===== src/hw/rtl/touch_debounce_region_dispatch_top_assert.svh =====
// ----------------------------------------------------------------------------
// Assertion macros for the touch front end
// Shared property forms: same-cycle and next-cycle implication.
// ----------------------------------------------------------------------------
`ifndef TOUCH_DEBOUNCE_REGION_DISPATCH_TOP_ASSERT_SVH
`define TOUCH_DEBOUNCE_REGION_DISPATCH_TOP_ASSERT_SVH

// antecedent implies consequent in the same cycle
`define TDRD_ASSERT_IMP(lbl, clk, rst, ante, cons, msg) \
   lbl: assert property (@(posedge clk) disable iff (rst) (ante) |-> (cons)) \
      else $error(msg);

// antecedent implies consequent in the next cycle
`define TDRD_ASSERT_NXT(lbl, clk, rst, ante, cons, msg) \
   lbl: assert property (@(posedge clk) disable iff (rst) (ante) |=> (cons)) \
      else $error(msg);

`endif


===== src/hw/rtl/tdrd_pkg.sv =====
// ----------------------------------------------------------------------------
// tdrd_pkg
// Types and constants for the touch debounce and region dispatch block.
// ----------------------------------------------------------------------------
package tdrd_pkg;

   localparam int NUM_REGIONS_DEF = 16;
   localparam int COORD_W         = 16;
   localparam int TOUCH_W         = 13;
   localparam int IDX_W           = 4;
   localparam int TOTAL_W         = 5;
   localparam int CSR_W           = 16;
   localparam int TICK_W          = 32;
   localparam int SAMPLE_SHIFT    = 3;

   localparam logic [CSR_W-1:0] DEBOUNCE_RST = 16'd20;
   localparam logic [CSR_W-1:0] HOLDOFF_RST  = 16'd100;

   // register indexes
   localparam logic CSR_DEBOUNCE = 1'b0;
   localparam logic CSR_HOLDOFF  = 1'b1;

   // input item kinds
   localparam logic KIND_TICK     = 1'b0;
   localparam logic KIND_REGISTER = 1'b1;

   // result kinds and registration status
   localparam logic RESULT_HIT   = 1'b0;
   localparam logic RESULT_REPLY = 1'b1;
   localparam logic STATUS_STORED = 1'b0;
   localparam logic STATUS_FULL   = 1'b1;

   typedef enum logic [1:0] {
      PH_IDLE     = 2'd0,
      PH_IRQ      = 2'd1,
      PH_DEBOUNCE = 2'd2,
      PH_HOLDOFF  = 2'd3
   } phase_type;

   typedef enum logic {
      SEQ_IDLE = 1'b0,
      SEQ_SCAN = 1'b1
   } seq_type;

   typedef struct packed {
      logic               kind;
      logic               pen_irq;
      logic               pen_down;
      logic [COORD_W-1:0] x_sample;
      logic [COORD_W-1:0] y_sample;
      logic [COORD_W-1:0] region_x;
      logic [COORD_W-1:0] region_y;
      logic [COORD_W-1:0] region_width;
      logic [COORD_W-1:0] region_height;
      logic               region_notify;
   } req_type;

   typedef struct packed {
      logic               result_kind;
      logic [IDX_W-1:0]   region_index;
      logic [TOUCH_W-1:0] touch_x;
      logic [TOUCH_W-1:0] touch_y;
      logic               register_status;
      logic [TOTAL_W-1:0] region_total;
      logic               last;
   } rsp_type;

   // one region table entry as held in memory
   typedef struct packed {
      logic               enable;
      logic [COORD_W-1:0] rx;
      logic [COORD_W-1:0] ry;
      logic [COORD_W-1:0] rw;
      logic [COORD_W-1:0] rh;
   } entry_type;

endpackage


===== src/hw/rtl/tdrd_ram.sv =====
// ----------------------------------------------------------------------------
// tdrd_ram
// Generic single-write, single-read RAM with registered read data.
// ----------------------------------------------------------------------------
module tdrd_ram #(
   parameter int  WIDTH = 8,
   parameter int  DEPTH = 16,
   localparam int AW    = (DEPTH > 1) ? $clog2(DEPTH) : 1
) (
   input  logic             clock,
   input  logic             wr_en,
   input  logic [AW-1:0]    wr_addr,
   input  logic [WIDTH-1:0] wr_data,
   input  logic             rd_en,
   input  logic [AW-1:0]    rd_addr,
   output logic [WIDTH-1:0] rd_data
);

   logic [WIDTH-1:0] mem [DEPTH];
   logic [WIDTH-1:0] rd_data_ff;

   always_ff @(posedge clock) begin
      if (wr_en) begin
         mem[wr_addr] <= wr_data;
      end
      if (rd_en) begin
         rd_data_ff <= mem[rd_addr];
      end
   end

   assign rd_data = rd_data_ff;

endmodule


===== src/hw/rtl/touch_debounce_region_dispatch_top.sv =====
// ----------------------------------------------------------------------------
// touch_debounce_region_dispatch_top
// Touch front end: interrupt debounce, holdoff and region hit dispatch.
// ----------------------------------------------------------------------------
// Usage:
//   Input transactions are taken on start while busy is low. A register
//   transaction writes one rectangle into the region memory unless the
//   table is full; its reply shows on rsp_valid in the next cycle. A tick
//   transaction (one millisecond) steps the touch phase machine in the
//   cycle it is taken; it gives no result except on the tick that ends the
//   debounce wait with the pen down. That tick starts a scan of the region
//   memory: one entry read per cycle through the single read port, so busy
//   stays high for the whole scan. Hits leave one per cycle at most, each
//   held until the next hit or the scan end so the final hit can carry
//   last; the final hit appears on the cycle busy falls.
//   Results are strobed for exactly one cycle; the receiver cannot stall.
//   Reset clears the phase machine, counters, region count and the CSRs
//   (debounce 20, holdoff 100). The region memory is not cleared: only
//   entries below the region count are ever read. CSR writes take effect
//   at the next edge and are expected only while the block is idle.
// ----------------------------------------------------------------------------
`include "touch_debounce_region_dispatch_top_assert.svh"

module touch_debounce_region_dispatch_top #(
   parameter int NUM_REGIONS = tdrd_pkg::NUM_REGIONS_DEF
) (
   input  logic                       clock,
   input  logic                       reset,
   input  logic                       start,
   output logic                       busy,
   input  tdrd_pkg::req_type          req_data,
   output logic                       rsp_valid,
   output tdrd_pkg::rsp_type          rsp_data,
   input  logic                       csr_we,
   input  logic                       csr_index,
   input  logic [tdrd_pkg::CSR_W-1:0] csr_wdata
);
   import tdrd_pkg::*;

   localparam int AW = (NUM_REGIONS > 1) ? $clog2(NUM_REGIONS) : 1;
   localparam int CW = $clog2(NUM_REGIONS + 1);
   localparam int EW = $bits(entry_type);

   // transaction decode
   logic accept, tick_acc, reg_acc, full;

   // CSRs
   logic [CSR_W-1:0] debounce_ff, holdoff_ff;

   // touch phase state
   phase_type         phase_ff, phase_in;
   logic              irq_seen_ff, irq_in;
   logic [TICK_W-1:0] tick_count_ff, tick_in, mark_time_ff, mark_in;
   logic [TICK_W-1:0] tick_next, elapsed;
   logic              deb_done, hold_done, scan_go;

   // region table and scan sequencer
   logic [CW-1:0]      count_ff, count_in;
   seq_type            seq_ff, seq_in;
   logic [CW-1:0]      scan_idx_ff, scan_idx_in;
   logic               rd_vld_ff;
   logic [AW-1:0]      rd_idx_ff;
   logic               hold_vld_ff, hold_vld_in;
   logic [AW-1:0]      hold_idx_ff, hold_idx_in;
   logic [TOUCH_W-1:0] touch_x_ff, touch_y_ff;
   logic               scan_issue, scan_done, hit;

   // memory ports
   logic      wr_en;
   entry_type wr_entry, rd_entry;
   logic [EW-1:0] rd_word;

   // result register
   logic    rsp_valid_ff, rsp_valid_in;
   rsp_type rsp_data_ff, rsp_data_in;

   logic [COORD_W:0] px, py, rx_ext, ry_ext, x_end, y_end;

   assign accept   = start && !busy;
   assign tick_acc = accept && (req_data.kind == KIND_TICK);
   assign reg_acc  = accept && (req_data.kind == KIND_REGISTER);
   assign full     = (count_ff >= CW'(NUM_REGIONS));
   assign busy     = (seq_ff != SEQ_IDLE);

   // wait timing: elapsed ticks measured on the incremented tick count
   assign tick_next = tick_count_ff + TICK_W'(1);
   assign elapsed   = tick_next - mark_time_ff;
   assign deb_done  = (elapsed >= TICK_W'(debounce_ff));
   assign hold_done = (elapsed >= TICK_W'(holdoff_ff));

   // scan: one read issued per cycle, data checked the cycle after
   assign scan_issue = (seq_ff == SEQ_SCAN) && (scan_idx_ff < count_ff);
   assign scan_done  = (seq_ff == SEQ_SCAN) && !scan_issue && !rd_vld_ff;

   assign rd_entry = entry_type'(rd_word);
   assign px       = (COORD_W+1)'(touch_x_ff);
   assign py       = (COORD_W+1)'(touch_y_ff);
   assign rx_ext   = (COORD_W+1)'(rd_entry.rx);
   assign ry_ext   = (COORD_W+1)'(rd_entry.ry);
   assign x_end    = rx_ext + (COORD_W+1)'(rd_entry.rw);
   assign y_end    = ry_ext + (COORD_W+1)'(rd_entry.rh);
   // strict on the low edge, inclusive on the high edge
   assign hit = rd_vld_ff && rd_entry.enable &&
                (px > rx_ext) && (px <= x_end) &&
                (py > ry_ext) && (py <= y_end);

   // next state: touch phase machine, stepped once per tick transaction
   always_comb begin
      phase_in = phase_ff;
      irq_in   = irq_seen_ff;
      tick_in  = tick_count_ff;
      mark_in  = mark_time_ff;
      scan_go  = 1'b0;
      if (tick_acc) begin
         // latch the interrupt before stepping the phase
         irq_in  = irq_seen_ff || req_data.pen_irq;
         tick_in = tick_next;
         case (phase_ff)
            PH_IDLE: begin
               if (irq_in) begin
                  phase_in = PH_IRQ;
               end
            end
            PH_IRQ: begin
               mark_in  = tick_next;
               phase_in = PH_DEBOUNCE;
            end
            PH_DEBOUNCE: begin
               if (deb_done) begin
                  phase_in = PH_HOLDOFF;
                  mark_in  = tick_next;
                  // sample only when the pen is still down and regions exist
                  scan_go  = req_data.pen_down && (count_ff != '0);
               end
            end
            PH_HOLDOFF: begin
               if (hold_done) begin
                  phase_in = PH_IDLE;
                  irq_in   = 1'b0;
               end
            end
            default: begin
               phase_in = PH_IDLE;
            end
         endcase
      end
   end

   // next state: scan sequencer
   always_comb begin
      case (seq_ff)
         SEQ_IDLE: seq_in = scan_go ? SEQ_SCAN : SEQ_IDLE;
         SEQ_SCAN: seq_in = scan_done ? SEQ_IDLE : SEQ_SCAN;
         default:  seq_in = SEQ_IDLE;
      endcase
   end

   // outputs: memory write, scan bookkeeping and result register
   always_comb begin
      wr_en             = reg_acc && !full;
      wr_entry.enable   = req_data.region_notify;
      wr_entry.rx       = req_data.region_x;
      wr_entry.ry       = req_data.region_y;
      wr_entry.rw       = req_data.region_width;
      wr_entry.rh       = req_data.region_height;
      count_in          = wr_en ? (count_ff + CW'(1)) : count_ff;

      scan_idx_in = scan_idx_ff;
      hold_vld_in = hold_vld_ff;
      hold_idx_in = hold_idx_ff;
      if (scan_go) begin
         scan_idx_in = '0;
         hold_vld_in = 1'b0;
      end else if (scan_issue) begin
         scan_idx_in = scan_idx_ff + CW'(1);
      end
      if (hit) begin
         hold_vld_in = 1'b1;
         hold_idx_in = rd_idx_ff;
      end

      rsp_valid_in = 1'b0;
      rsp_data_in  = '0;
      if (reg_acc) begin
         rsp_valid_in                = 1'b1;
         rsp_data_in.result_kind     = RESULT_REPLY;
         rsp_data_in.register_status = full ? STATUS_FULL : STATUS_STORED;
         rsp_data_in.region_total    = TOTAL_W'(count_in);
         rsp_data_in.last            = 1'b1;
      end else if (hold_vld_ff && (hit || scan_done)) begin
         // a newer hit displaces the held one; the scan end releases it as last
         rsp_valid_in              = 1'b1;
         rsp_data_in.result_kind   = RESULT_HIT;
         rsp_data_in.region_index  = IDX_W'(hold_idx_ff);
         rsp_data_in.touch_x       = touch_x_ff;
         rsp_data_in.touch_y       = touch_y_ff;
         rsp_data_in.last          = scan_done;
      end
   end

   tdrd_ram #(
      .WIDTH (EW),
      .DEPTH (NUM_REGIONS)
   ) u_region_ram (
      .clock   (clock),
      .wr_en   (wr_en),
      .wr_addr (count_ff[AW-1:0]),
      .wr_data (wr_entry),
      .rd_en   (scan_issue),
      .rd_addr (scan_idx_ff[AW-1:0]),
      .rd_data (rd_word)
   );

   // control registers
   always_ff @(posedge clock) begin
      if (reset) begin
         debounce_ff   <= DEBOUNCE_RST;
         holdoff_ff    <= HOLDOFF_RST;
         phase_ff      <= PH_IDLE;
         irq_seen_ff   <= 1'b0;
         tick_count_ff <= '0;
         mark_time_ff  <= '0;
         count_ff      <= '0;
         seq_ff        <= SEQ_IDLE;
         scan_idx_ff   <= '0;
         rd_vld_ff     <= 1'b0;
         hold_vld_ff   <= 1'b0;
         rsp_valid_ff  <= 1'b0;
      end else begin
         if (csr_we && (csr_index == CSR_DEBOUNCE)) begin
            debounce_ff <= csr_wdata;
         end
         if (csr_we && (csr_index == CSR_HOLDOFF)) begin
            holdoff_ff <= csr_wdata;
         end
         phase_ff      <= phase_in;
         irq_seen_ff   <= irq_in;
         tick_count_ff <= tick_in;
         mark_time_ff  <= mark_in;
         count_ff      <= count_in;
         seq_ff        <= seq_in;
         scan_idx_ff   <= scan_idx_in;
         rd_vld_ff     <= scan_issue;
         hold_vld_ff   <= hold_vld_in;
         rsp_valid_ff  <= rsp_valid_in;
      end
   end

   // payload registers
   always_ff @(posedge clock) begin
      rd_idx_ff   <= scan_idx_ff[AW-1:0];
      hold_idx_ff <= hold_idx_in;
      rsp_data_ff <= rsp_data_in;
      if (scan_go) begin
         touch_x_ff <= TOUCH_W'(req_data.x_sample >> SAMPLE_SHIFT);
         touch_y_ff <= TOUCH_W'(req_data.y_sample >> SAMPLE_SHIFT);
      end
   end

   assign rsp_valid = rsp_valid_ff;
   assign rsp_data  = rsp_data_ff;

   `TDRD_ASSERT_IMP(a_count_bound, clock, reset, 1'b1, count_ff <= CW'(NUM_REGIONS), "region count above table size")
   `TDRD_ASSERT_IMP(a_count_grows, clock, reset, !$past(reset), count_ff >= $past(count_ff), "region count decreased")
   `TDRD_ASSERT_IMP(a_hit_from_scan, clock, reset, rsp_valid_ff && (rsp_data_ff.result_kind == RESULT_HIT), $past(seq_ff == SEQ_SCAN), "hit result outside a scan")
   `TDRD_ASSERT_IMP(a_last_hit_ends, clock, reset, rsp_valid_ff && (rsp_data_ff.result_kind == RESULT_HIT) && rsp_data_ff.last, seq_ff == SEQ_IDLE, "final hit while scan still running")
   `TDRD_ASSERT_NXT(a_idle_no_read, clock, reset, seq_ff == SEQ_IDLE, seq_ff == SEQ_SCAN || !rd_vld_ff || $past(scan_issue), "read data pending outside a scan")

endmodule


===== config.mk =====
export PLATFORM = sky130hd
export DESIGN_NAME = touch_debounce_region_dispatch_top
export DESIGN_NICKNAME = d
export VERILOG_FILES = /design/src/hw/rtl/tdrd_pkg.sv /design/src/hw/rtl/tdrd_ram.sv /design/src/hw/rtl/touch_debounce_region_dispatch_top.sv
export VERILOG_INCLUDE_DIRS = /design/src /design/src/hw/rtl
export SDC_FILE = /design/constraint.sdc
export NUM_CORES = 1
export LEC_CHECK = 0
export ABC_CLOCK_PERIOD_IN_PS = 7290
export BUFFER_PORTS_ARGS = -buffer_cell sky130_fd_sc_hd__clkbuf_2
export CORE_ASPECT_RATIO = 2
export CORE_MARGIN = 2
export CORE_UTILIZATION = 62
export CTS_CLUSTER_SIZE = 24
export DETAILED_ROUTE_END_ITERATION = 16
export GPL_TIMING_DRIVEN = 0
export PLACE_DENSITY = 0.87
export SYNTH_ARGS = -nofsm -noshare
export SYNTH_HDL_FRONTEND = slang
export SYNTH_SLANG_ARGS = --single-unit

===== constraint.sdc =====
create_clock -name clock -period 7.29 [get_ports clock]
set_input_delay 1.0935 -clock clock [delete_from_list [all_inputs] [get_ports clock]]
set_output_delay 1.0935 -clock clock [all_outputs]
set_load 0.1 [all_outputs]

==> impl_metrics.env, run 1 <==
export IMPL_postRouteAntennaNets=0
export IMPL_grt_overflow=0
export IMPL_synth_yosys_seq_area_share_pct=69.14
export IMPL_yosys_warnings=0
export IMPL_yosysTopAreaCell="edfxtp_1"
export IMPL_powerDensity_nw_per_um2=246.2
export IMPL_grt_first_pass_wirelength_microns=227100
export IMPL_cts_tree="yes"
export IMPL_required_ns=7.90
export IMPL_grtUsageTotal_pct=36.62
export IMPL_dieWidth_microns=212.3
export IMPL_die_area_sq_um=89260
export IMPL_rows=152
export IMPL_r2r_start="tick_count_ff[0]"
export IMPL_netlist_area_sq_um=53780
export IMPL_finalMaxSlewViolations=0
export IMPL_ir_worst_vdd_mv=0.1990
export IMPL_synth_seq_cells=1290
export IMPL_hpwl_microns=100500
export IMPL_port_buffers=153
export IMPL_period_share_pct=96.10
export IMPL_cts_setup_buffers=0
export IMPL_clkSlewWorstSetupHoldPaths_ns=0.07
export IMPL_place_area_sq_um=57110
export IMPL_instances_no_fill=4616
export IMPL_synth_edf_count=1135
export IMPL_clk_latency_ns=0.73
export IMPL_fin_util_pct=70.79
export IMPL_grt_max_degree=46
export IMPL_die_y_microns=420.5
export IMPL_htreeDepth=3
export IMPL_cellLeakagePower_nw=20.19
export IMPL_synthTopCellsByArea="edfxtp_1, mux4_2, dfxtp_1"
export IMPL_numClockSinks=1290
export IMPL_syn_inst=3046
export IMPL_crit_arrival_ns=7.62
export IMPL_crit_path_top_delay_cell="a21oi_1"
export IMPL_antenna_found_initial=17
export IMPL_hp_start="rd_idx_ff[0]"
export IMPL_path_buf_inv=3
export IMPL_netlist_cell_type_count=82
export IMPL_end_kind="register"
export IMPL_cts_root_buf="clkbuf_16"
export IMPL_fmax_mhz=142.7
export IMPL_whs_ns=0.4152
export IMPL_whs_path_depth=0
export IMPL_stdcell_area_sq_um=60850
export IMPL_worst_pin_slew_ns=1.291
export IMPL_cp_slowest_stage_delay_ns=0.81
export IMPL_area_delta_synth_final_pct=13.15
export IMPL_finalSetupViolations=0
export IMPL_hold_viol_final=0
export IMPL_critPathMaxFanout=10
export IMPL_cts_resized=0
export IMPL_worst_path_stages=21
export IMPL_fin_crit_ns=7.006
export IMPL_crit_chain="ha_1, and3_1, clkbuf_1, nand2_1, xnor2_1, ha_1, nand2_1, a311o_1, o21ai_2, xor2_1, ha_1, a21o_1, a21o_1, a21oi_1, o21ai_0, a21oi_1, and2_1, clkbuf_1, clkbuf_1, a21oi_1, mux2_2"
export IMPL_ys_flop_type="edfxtp_1"
export IMPL_core_sq_um=85960
export IMPL_max_slew_margin_pct=13.91
export IMPL_cts_buffers=105
export IMPL_rsz0062_at_grt="false"
export IMPL_skew_ns=0.02224
export IMPL_viasPerCell=7.010
export IMPL_io_pins=161
export IMPL_wl_per_cell_microns=34.43
export IMPL_wl_microns=158900
export IMPL_initialDrtViolationCount=4464
export IMPL_postSynthAreaPerCell_sq_um=17.66
export IMPL_min_path_type="reg -> reg"
export IMPL_cts_hold_buffers_added=0
export IMPL_yosysTopAreaCellShare_pct=63.37
export IMPL_drcViolationCount=0
export IMPL_grt_pass1_vias=33411
export IMPL_clock_path_buffers=3
export IMPL_ys_async_sr_fraction_pct=0
export IMPL_startpoint="tick_count_ff[0]"
export IMPL_worst_setup_path_start_kind="register"
export IMPL_drive_gt1_share_pct=22.60
export IMPL_status="finished clean"
export IMPL_syn_nets=3331
export IMPL_path_class="reg -> reg"
export IMPL_nets=3652
export IMPL_vias=32356
export IMPL_firstDrtPassIters=8
export IMPL_r2r_cells=21
export IMPL_worst_path_dominant_cell_family="compound AO/OA/AOI/OAI gates"
export IMPL_cap_violations=0
export IMPL_initial_utilization_pct=62.57
export IMPL_routabilityCongestion=1.016
export IMPL_dp_cells=4414
synthesized netlist by cell type, drive strengths merged (5+ instances only):
cell    count
nor3b       7
xor2       50
nor2b      16
ha        161
o22ai       5
and3       10
xnor2      55
and4        6
buf        35
o21ai      59
a21o       55
edfxtp   1135
a221oi      5
o21bai      7
nand4      33
inv       122
or3        16
nor3       36
a21oi     122
nand2b     22
a211oi     72
dfxtp     155
mux2i       5
a311oi      5
and2       47
mux2        6
nand2     143
nand3      39
nor4       12
a211o       9
nor2       99
o21a       14
o211ai      5
mux4      325
clkbuf    101
path summary, 6_finish.rpt:
path / endpoint / slack, ns
setup / recovery: mark_time_ff[0] / 0.28
setup reg to reg: mark_time_ff[0] / 0.28
hold / removal: hold_idx_ff[0] / 0.42
hold reg to reg: hold_idx_ff[0] / 0.42
metal layers:
| layer | routed length (microns) | up-vias | share of wire [%] | global-route usage [%] |
|---|---|---|---|---|
| li1 | - | 12800 | - | - |
| met1 | 47490 | 16049 | 30 | 39.15 |
| met2 | 80700 | 2676 | 51 | 61.78 |
| met3 | 16250 | 805 | 10 | 9.367 |
| met4 | 14320 | 26 | 9.0 | 28.39 |
| met5 | 164 | - | 0.10 | 0 |
worst register-to-register path: stages (launching register included):
cell and delay (ns):
dfxtp_1 0.52, ha_1 0.38, and3_1 0.21, clkbuf_1 0.30
nand2_1 0.12, xnor2_1 0.16, ha_1 0.38, nand2_1 0.08
a311o_1 0.42, o21ai_2 0.48, xor2_1 0.39, ha_1 0.32
a21o_1 0.16, a21o_1 0.17, a21oi_1 0.13, o21ai_0 0.09
a21oi_1 0.81, and2_1 0.24, clkbuf_1 0.28, clkbuf_1 0.66
a21oi_1 0.26, mux2_2 0.32
through the flow:
step / setup WS [ns] / TNS [ns] / power (mW)
4_1_cts: 0.4757 / 0 / 14.98
3_3_place_gp: -5.200 / -1836.68 / 8.876
2_1_floorplan: 0.5927 / 0 / 8.614
6_report: 0.2844 / 0 / 14.98
5_1_grt: 0.008281 / 0 / 15.28
3_5_place_dp: 0.5427 / 0 / 8.910
layout by cell type (no fill, tap or decap), types with 32 or more instances in the layout:
| cell | count |
|---|---|
| clkbuf_1 | 111 |
| o21ai_0 | 55 |
| inv_1 | 122 |
| clkbuf_16 | 108 |
| xnor2_1 | 55 |
| clkbuf_2 | 154 |
| a211oi_1 | 69 |
| mux4_2 | 325 |
| and2_1 | 39 |
| dfxtp_1 | 155 |
| nand2_1 | 143 |
| xor2_1 | 50 |
| nand4_1 | 32 |
| ha_1 | 161 |
| nor2_1 | 94 |
| a21oi_1 | 120 |
| a21o_1 | 54 |
| edfxtp_1 | 1135 |
| nand3_1 | 39 |
final cells by class:
class / instances / area (sq um)
fillers: 5044 / 25110
plain buffers: 136 / 569.3
multi-input cells: 1498 / 15660
repair buffers: 214 / 1807
inverters: 122 / 457.9
flip-flops and latches: 1290 / 37190
clock inverters: 70 / 928.4
well taps: 1155 / 1445
clock buffers: 122 / 2775
diodes: 9 / 22.52
state kept, by name, summed over array words and instances, names as in the netlist:
signal	flops
u_region_ram.mem	1040
hold_vld_ff	1
phase_ff	2
rsp_data	38
count_ff	5
hold_idx_ff	4
scan_idx_ff	5
debounce_ff	16
irq_seen_ff	1
holdoff_ff	16
rd_idx_ff	4
u_region_ram.rd_data	65
rd_vld_ff	1
touch_y_ff	13
mark_time_ff	32
rsp_valid	1
busy	1
touch_x_ff	13
tick_count_ff	32
where the power goes:
group | switching [mW] | internal (mW)
logic | 0.457 | 0.230
clock network | 2.74 | 3.46
registers | 0.0211 | 8.07
logic make-up after synthesis:
logic type	after synthesis	synth area share, %
AO/OA/AOI/OAI	393	4.881
AND/OR/NAND/NOR	500	4.681
flip-flops	1290	69.14
buffers and inverters	258	1.903
adder cells (fa/ha/maj)	164	3.857
multiplexers	336	13.83
XOR/XNOR	105	1.710
No activity file was read; power rests on OpenSTA's default activity.
==> inputs of run 2 (changes only) <==
--- a/config.mk
+++ b/config.mk
@@ -11,3 +11,2 @@
 export CORE_ASPECT_RATIO = 2
-export CORE_MARGIN = 2
 export CORE_UTILIZATION = 62
==> constraint.sdc (replaced) <==
create_clock -name clock -period 7.29 [get_ports clock]
set_input_delay 1.458 -clock clock [delete_from_list [all_inputs] [get_ports clock]]
set_output_delay 1.458 -clock clock [all_outputs]
set_load 0.1 [all_outputs]
==> run 2 against run 1 <==
  * Combinational power increased by 0.9%
  * Cell area decreased by 0.67%
  * Routed wire length decreased by 0.25%
  * Largest cell class unchanged
  * Highest routed layer unchanged
  * Global-route usage increased by 0.31 points
  * Fmax decreased by 0.98%
  * Final cell count about the same
  * Critical path depth increased by 1
  * Clock power decreased by 6.3%
  * Die area decreased by 1.4%
  * Critical path type unchanged
  * Count of clock-buffer cells in the layout increased by 11
  * First-iteration DRC count decreased by 1.3%
==> impl_metrics.env, run 2 (synthesis results as in run 1) <==
export IMPL_status="finished clean"
export IMPL_numClockSinks=1290
export IMPL_min_path_type="reg -> reg"
export IMPL_layout_commonest_cell="edfxtp_1"
export IMPL_port_buffers=153
export IMPL_fin_util_pct=70.47
export IMPL_hp_start="rd_idx_ff[2]"
export IMPL_whs_path_depth=0
export IMPL_rsz0062_at_grt="false"
export IMPL_top_register="u_region_ram.mem"
export IMPL_crit_arrival_ns=7.69
export IMPL_place_area_sq_um=56990
export IMPL_skew_ns=0.03199
export IMPL_cp_slowest_stage_delay_ns=0.55
export IMPL_min_to="hold_idx_ff[2]"
export IMPL_period_share_pct=97.05
export IMPL_stdcell_area_sq_um=60450
export IMPL_wl_per_cell_microns=34.37
export IMPL_finalSetupViolations=0
export IMPL_fin_crit_ns=7.075
export IMPL_cts_root_buf="clkbuf_16"
export IMPL_largest_reg_flops=1040
export IMPL_r2r_start="tick_count_ff[0]"
export IMPL_r2r_end="busy"
export IMPL_drive_gt1_share_pct=22.06
export IMPL_ir_worst_vdd_mv=0.1789
export IMPL_initial_utilization_pct=62.70
export IMPL_final_cell_mix="edfxtp_1, mux4_2, ha_1"
export IMPL_vias=32050
export IMPL_antenna_found_initial=17
export IMPL_grt_first_pass_wirelength_microns=225900
export IMPL_cap_violations=0
export IMPL_clkSlewWorstSetupHoldPaths_ns=0.07
export IMPL_cts_tree="yes"
export IMPL_required_ns=7.91
export IMPL_clk_latency_ns=0.73
export IMPL_postRouteAntennaNets=0
export IMPL_critPathMaxFanout=19
export IMPL_drcViolationCount=0
export IMPL_die_area_sq_um=88000
export IMPL_grt_pass1_vias=33212
export IMPL_fmax_mhz=141.3
export IMPL_r2r_cells=22
export IMPL_powerDensity_nw_per_um2=241.5
export IMPL_crit_chain="ha_1, and3_1, clkbuf_1, nand2_1, or3_1, nor4_2, and3_1, nand3_1, xnor2_1, ha_1, a21o_1, a211oi_2, nor3_1, mux2_2, a211oi_1, o22ai_1, a2111oi_1, and4_1, buf_4, a21oi_4, buf_16, o21ba_2"
export IMPL_cts_setup_buffers=0
export IMPL_dieWidth_microns=210.3
export IMPL_fill_cells=4976
export IMPL_grt_overflow=0
export IMPL_cts_buffers=104
export IMPL_worst_pin_slew_ns=1.293
export IMPL_htreeDepth=3
export IMPL_area_delta_synth_final_pct=12.39
export IMPL_hold_viol_final=0
export IMPL_firstDrtPassIters=8
export IMPL_power_total_mw=14.60
export IMPL_cellLeakagePower_nw=20.01
export IMPL_end_kind="register"
export IMPL_path_class="reg -> reg"
export IMPL_rows=152
export IMPL_grtUsageTotal_pct=36.93
export IMPL_crit_path_top_delay_cell="a2111oi_1"
export IMPL_core_sq_um=85770
export IMPL_viasPerCell=6.949
export IMPL_die_y_microns=418.5
export IMPL_worst_setup_path_start_kind="register"
export IMPL_grt_max_degree=45
export IMPL_routabilityCongestion=1.030
export IMPL_io_pins=161
export IMPL_cts_hold_buffers_added=0
export IMPL_whs_ns=0.4119
export IMPL_clock_path_buffers=3
export IMPL_wl_microns=158500
export IMPL_finalMaxSlewViolations=0
export IMPL_nets=3645
export IMPL_r2r_slack_ns=0.21
export IMPL_initialDrtViolationCount=4408
export IMPL_hpwl_microns=99890
export IMPL_max_slew_margin_pct=13.77
[run 2: worst max path at each step]
stage	from	to	slack [ns]	cells past startpoint
final	tick_count_ff[0]	busy	0.21	22
after global routing	tick_count_ff[0]	mark_time_ff[23]	0.04	22
after CTS	tick_count_ff[0]	busy	0.19	22
after detailed placement	tick_count_ff[0]	busy	0.23	22
after global placement	req_data[99]	u_region_ram.mem[4][6]	-5.14	5
after floorplan	req_data[99]	u_region_ram.mem[7][0]	0.23	4
[run 2: area by class of cell]
type	count	area, sq um	area share [%]
diodes	12	30.03	0.04968
plain buffers	136	570.5	0.9439
clock buffers	133	2820	4.666
clock inverters	58	594.3	0.9832
inverters	122	457.9	0.7576
multi-input cells	1498	15660	25.91
flip-flops and latches	1290	37190	61.52
well taps	1155	1445	2.391
repair buffers	208	1680	2.780
[run 2: through the flow]
stage                     TNS (ns)  instances  setup WS, ns
after global routing             0       4606       0.04266
after floorplan                  0       3046        0.2282
after detailed placement         0       4409        0.2309
final                            0       4612        0.2149
after CTS                        0       4600        0.1915
after global placement    -1904.22       4354        -5.137
[run 2: power by group]
group	internal, mW	leakage (nW)	switching (mW)
logic	0.231	6.87	0.464
registers	8.07	11.5	0.0221
clock network	3.13	1.67	2.67
[run 2: what timing repair did]
action	in CTS	in global routing
endpoints found under the setup margin	0	29
endpoints found under the hold margin	0	0
gates resized for setup	0	2
[run 2: critical path, delay by kind of cell, from the launching register on]
| kind | cells | cell delay, ns |
|---|---|---|
| AO/OA/AOI/OAI | 7 | 2.12 |
| XOR/XNOR | 1 | 0.39 |
| adder cells (fa/ha/maj) | 2 | 0.77 |
| buffers and inverters | 3 | 0.82 |
| flip-flops | 1 | 0.49 |
| multiplexers | 1 | 0.30 |
| AND/OR/NAND/NOR | 8 | 2.08 |
[run 2: per-layer routing]
layer	vias up	global-route usage (%)	wire length [microns]
met1	15872	38.86	47340
met4	18	31.02	14700
li1	12775	-	-
met3	795	8.751	15600
met5	-	0	123
met2	2590	62.38	80750
